**config.mk**
```make
export PLATFORM = sky130hd
export DESIGN_NAME = agg_fifo
export DESIGN_NICKNAME = d
export VERILOG_FILES = /design/src/sv/agg_pkg.sv /design/src/sv/agg_fifo.sv
export SDC_FILE = /design/constraint.sdc
export NUM_CORES = 1
export LEC_CHECK = 0
export BUFFER_PORTS_ARGS = -buffer_cell sky130_fd_sc_hd__buf_2
export CAP_MARGIN = 40
export CELL_PAD_IN_SITES_DETAIL_PLACEMENT = 2
export CELL_PAD_IN_SITES_GLOBAL_PLACEMENT = 2
export CORE_ASPECT_RATIO = 1.25
export CORE_UTILIZATION = 30
export DETAILED_ROUTE_END_ITERATION = 10
export HOLD_SLACK_MARGIN = 0.06
export PLACE_DENSITY = 0.68
export SETUP_SLACK_MARGIN = 0.5
export SLEW_MARGIN = 20
export SYNTH_ARGS = -nofsm -noshare
export SYNTH_HDL_FRONTEND = slang
export SYNTH_SLANG_ARGS = --single-unit
```
**constraint.sdc**
```tcl
create_clock -name clk -period 13.8 [get_ports clk]
set_clock_uncertainty 0.2 [all_clocks]
set_input_delay 0.69 -clock clk [delete_from_list [all_inputs] [get_ports clk]]
set_output_delay 0.69 -clock clk [all_outputs]
set_load 0.02 [all_outputs]
```
**src/sv/agg_pkg.sv**
```systemverilog
// shared types and constants for the arrow glyph generator
// no dependencies; imported by every module of the block
package agg_pkg;

  // coordinate and intermediate widths
  localparam int COORD_W = 32;
  localparam int DELTA_W = COORD_W + 1;
  localparam int MAG_W   = 31;
  localparam int SH_W    = 2;
  localparam int UNIT_W  = 31;
  localparam int ROOT_W  = 32;
  localparam int LEN_W   = 34;
  localparam int BARB_W  = 34;
  localparam int GEO_W   = 38;

  // configuration port
  localparam int CFG_IDX_W  = 2;
  localparam int CFG_DATA_W = 31;
  localparam logic [CFG_IDX_W-1:0] CFG_MIN_LENGTH     = 2'd0;
  localparam logic [CFG_IDX_W-1:0] CFG_PARALLEL_LIMIT = 2'd1;
  localparam logic [CFG_IDX_W-1:0] CFG_BARB_RATIO     = 2'd2;

  localparam logic [15:0] MIN_LENGTH_RST     = 16'd0;
  localparam logic [30:0] PARALLEL_LIMIT_RST = 31'd1063004405;
  localparam logic [16:0] BARB_RATIO_RST     = 17'd16384;

  typedef logic signed [COORD_W-1:0] coord_t;
  typedef logic [MAG_W-1:0] mag_t;
  typedef logic [UNIT_W-1:0] unit_t;

  typedef struct packed {
    logic [15:0] min_length;
    logic [30:0] parallel_limit;
    logic [16:0] barb_ratio;
  } cfg_t;

  // one classified segment, front to back
  typedef struct packed {
    logic [2:0][COORD_W-1:0] s;
    logic [2:0][COORD_W-1:0] t;
    logic [2:0][MAG_W-1:0]   m;
    logic [2:0]              neg;
    logic [SH_W-1:0]         sh;
  } entry_t;

endpackage

```
**src/sv/agg_fifo.sv**
```systemverilog
// two-entry queue between front and back end
// depends on agg_pkg
module agg_fifo (
  input  logic            clk,
  input  logic            rst,
  input  logic            push,
  input  agg_pkg::entry_t din,
  output logic            full,
  input  logic            pop,
  output agg_pkg::entry_t dout,
  output logic            empty
);
  import agg_pkg::*;

  entry_t     mem [2];
  logic       wr_ptr;
  logic       rd_ptr;
  logic [1:0] count;

  assign full  = (count == 2'd2);
  assign empty = (count == 2'd0);
  assign dout  = mem[rd_ptr];

  // storage
  always_ff @(posedge clk) begin
    if (push) mem[wr_ptr] <= din;
  end

  // pointers and fill count
  always_ff @(posedge clk) begin
    if (rst) begin
      wr_ptr <= 1'b0;
      rd_ptr <= 1'b0;
      count  <= 2'd0;
    end else begin
      if (push) wr_ptr <= !wr_ptr;
      if (pop) rd_ptr <= !rd_ptr;
      case ({push, pop})
        2'b10:   count <= count + 2'd1;
        2'b01:   count <= count - 2'd1;
        default: count <= count;
      endcase
    end
  end

endmodule

```
Word level (Yosys, flattened, before mapping). Memories as Yosys holds them, arrays and structs flattened. A register that Yosys moved wholly into a read port is not among the register bits. Cells that the tools add are included.

Add/sub/neg operators: 2. Eq/ne operators: 3. Mux-type cells: 5. Reduce and logical (&&, ||, !) cells: 4.

Operator list (number): $eq A2 B2 Y1 const B (2); $mux W1 (4); $pmux W2 S2 (1); $add A2 B1 Y2 const B (1); $eq A2 B1 Y1 const B (1); $logic_not A1 Y1 (2); $logic_not A2 Y1 (1); $reduce_bool A2 Y1 (1); $sub A2 B1 Y2 const B (1).

Register bits: 4. Memory bits (writable): 580. Bits of input ports: 294. Output and inout port bits: 292. Memories: 1.

Memory list: mem (words 2, bits a word 290, rd ports 1, clocked after memory_dff 1, wr ports 1, RTL line agg_fifo.sv:15) `entry_t mem [2];`.

Logic depth before layout (Yosys ltp).
Word-level depth: 3. Gate-level depth with buffers: 5. Mapped depth without buffers: 5.

Worst setup path after synthesis. No wires, ideal clock.

Kind: input port to flip-flop. From: input push. To: memory mem[0][0] in the netlist's numbering (enable). Library setup time: 0.955 ns. Arrival time: 12.884 ns. Data required time: 12.645 ns. Setup slack: -0.239 ns. Cell stages on the path: 2. Path buffers: 0. Path through: inv_1 > nor2_1.

Word-level cells in the longest chain between the ends: 2.

RTL lines: from (decl) (RTL line agg_fifo.sv:6) `input logic push,`; $mux W1 (RTL line agg_fifo.sv:26) `if (push) mem[wr_ptr] <= din;`; $mux W1 (implied by the code) (RTL line agg_fifo.sv:26); to (decl) (RTL line agg_fifo.sv:15).

Every way passes these cells.

==> out/results.ini <==
[clocking]
clock_latency_ns = 0.61
clkTransAtPathRegs_ns = 0.06
cts.sinks = 585
h-tree-depth = 2
cts_tree = built
postCtsResizedCells = 0
clk_path_buf_depth = 3
cts_root_buf = clkbuf_16
cts_made_buffers = 59

[floorplan]
dieArea_sq_um = 72720
initial_core_util_pct = 30.36
io_pins = 586
die_width_microns = 241.4
die_h_microns = 301.3
fp-row-count = 109
core-area_sq_um = 70780

[drt]
drcViolationCount = 0
routed-via-count = 12270
drtIter0Drc = 520
first_pass_iters = 4
antenna_left = 0
routedWlPerCell_microns = 22.91
wl_microns = 64570
viasPerCell = 4.355

[hold_path]
min-delay-path-class = in2reg

[timing]
drv_slew = 0
setup_viol = 0
fin_crit_ns = 4.256
rsz0062_at_grt = no
whs_ns = 0.09386
fin_crit_sh_pct = 30.84
fin_setup_tns_ns = 0
tightestPinTransition_ns = 1.234
hold_viol_final = 0
relSlewSlack_pct = 17.73
fmax_ghz = 0.2350

[setup_path]
worstSetupStartpointType = register
required_ns = 12.91
end_kind = primary output
cp_slowest_cell = buf_4
crit_fanout = 47
crit_family = buffers and inverters
crit_type = reg2out
slowest_delay_ns = 0.62
path_buf_inv = 5
crit_chain = buf_12 > buf_4 > buf_16 > buf_4 > mux2_2 > buf_2
cpMostUsedCell = buf_4
critPathArrivalTime_ns = 3.37

[power_and_ir_drop]
leakagePower_nw = 11.50
p_clk_share_pct = 37.5
p_seq_share_pct = 48.4
p_sw_mw = 1.086
share_comb_of_total_power_pct = 14.2
p_total_mw = 4.369
p_int_mw = 3.283
power_density_nw_per_um2 = 144.2
peakVddDrop_mv = 0.1140
p_sw_share_pct = 24.86

[yosys]
synth_edf_count = 580
ys_ff_latch = 585
synth_top_area_share_pct = 81.04
yosysTopAreaCell = edfxtp_1
syn-cell-area_sq_um = 21490
synth_cells = 924
syn-num-nets = 1219
synthTopCellsByCount = 580 x edfxtp_1, 190 x mux2_2, 100 x mux2_4
async_flop_share_pct = 0
synth.area.top_cells = edfxtp_1 81%, mux2_2 10%, mux2_4 7.0%
ys.flop_type = edfxtp_1
synth-seq-area-share_pct = 81.50
yosysMostFrequentCell = edfxtp_1
synth_warnings = 0
syn_area_per_cell_sq_um = 23.26
synth_cell_types = 17

[placement]
gp_congestion = 0.7566
dp_hpwl_microns = 39500
io_buffers = 585

[global_routing]
gr-max-usage-layer = met2
use_met3_pct = 4.384
grt_pass1_wl_microns = 92090
grt_use_total_pct = 17.27
grt_start_max_net_pins = 163
gr-total-overflow = 0
grtUsageMet2_pct = 33.10
grt_pass1_vias = 14260
antenna_found_initial = 9
met1_usage_pct = 17.81

[flow_run]
cap_viol_max_count = 0

[finish]
drive_gt1_share_pct = 52.59
final_net_count = 2115
area_growth_pct = 40.99

[outcome]
status = complete, no violations

## worst register-to-register path, cell delays in order (launching register included)
cell and delay [ns]:
dfxtp_1 0.35, nor2_4 0.16, buf_12 0.21, buf_4 0.25, buf_16 0.27, buf_4 0.75
## state kept, by name (all words and copies together), names as in the netlist, named ones only
register  cells
count         2
mem         580
rd_ptr        1
wr_ptr        1
## final cells by class
type / count / area [sq um]
clock buffers: 69 / 1556
repair buffers: 867 / 5892
inverters: 1 / 3.754
diodes: 6 / 15.01
fillers: 6752 / 40480
well taps: 943 / 1180
flip-flops and latches: 585 / 17520
clock inverters: 41 / 384.1
multi-input cells: 306 / 3750
## cells by family (layout without fill, tap and decap cells)
logic type      after synthesis  in the layout  share of synthesized area [%]
other cells                   0              6                              0
buf+inv                      33            978                          1.095
mux                         290            290                          16.94
flops                       585            585                          81.50
compound gates                2              2                        0.04653
xor+xnor                      4              4                         0.1630
simple gates                  9              9                         0.1922
fa+ha+maj                     1              1                        0.05821
## worst paths after layout
kind              startpoint     endpoint  slack, ns  depth (start not counted)
setup / recovery    register    dout[177]       9.54                          6
hold / removal      din[281]  mem[1][281]       0.09                          1
setup reg to reg      wr_ptr  mem[0][198]      11.20                          5
hold reg to reg       rd_ptr       rd_ptr       0.34                          2
## power by group through the flow
stage / clock network [mW] / logic (mW) / registers [mW]
after floorplan: 0 / 0.339 / 2.16
after global placement: 0 / 0.522 / 2.15
after detailed placement: 0 / 0.543 / 2.15
after CTS: 1.66 / 0.611 / 2.11
after global routing: 1.74 / 0.653 / 2.12
final: 1.64 / 0.618 / 2.11
## metal layers
layer / share of wire, % / wire length [microns]
met5: 0.059 / 38
met4: 3.1 / 2029
met3: 6.2 / 3975
met2: 55 / 35460
met1: 36 / 23060
## metrics by stage
stage	setup WS [ns]	util, %	area (sq um)	cells
final	9.544	42.81	30300	2818
after global routing	9.354	42.81	30300	2817
after floorplan	4.853	-	21490	924
after CTS	9.190	42.60	30160	2807
after global placement	9.608	35.99	25470	2429
after detailed placement	9.867	36.13	25570	2433
## what timing repair did
action	in CTS	in global routing
endpoints found under the setup margin	0	0
buffers inserted	0	0
endpoints found under the hold margin	527	0
hold buffers	264	0
## cell usage in the layout, fill, tap and decap left out
cell,n
and2_4,1
clkinv_4,1
nor2_4,1
clkinv_2,12
buf_4,6
mux2_4,100
buf_2,585
inv_6,3
xor2_1,1
clkinv_1,15
buf_16,6
or3_1,1
clkbuf_16,61
ha_1,1
clkinvlp_4,3
dlygate4sd3_1,264
o21ai_0,1
xnor2_1,3
nor2_1,5
edfxtp_1,580
buf_12,5
mux2_2,190
dfxtp_4,1
diode_2,6
dfxtp_1,4
buf_6,1
bufinv_16,7
inv_1,1
clkbuf_1,8
nor2b_1,1
a21oi_1,1
No activity file was read; power rests on OpenSTA's default activity.
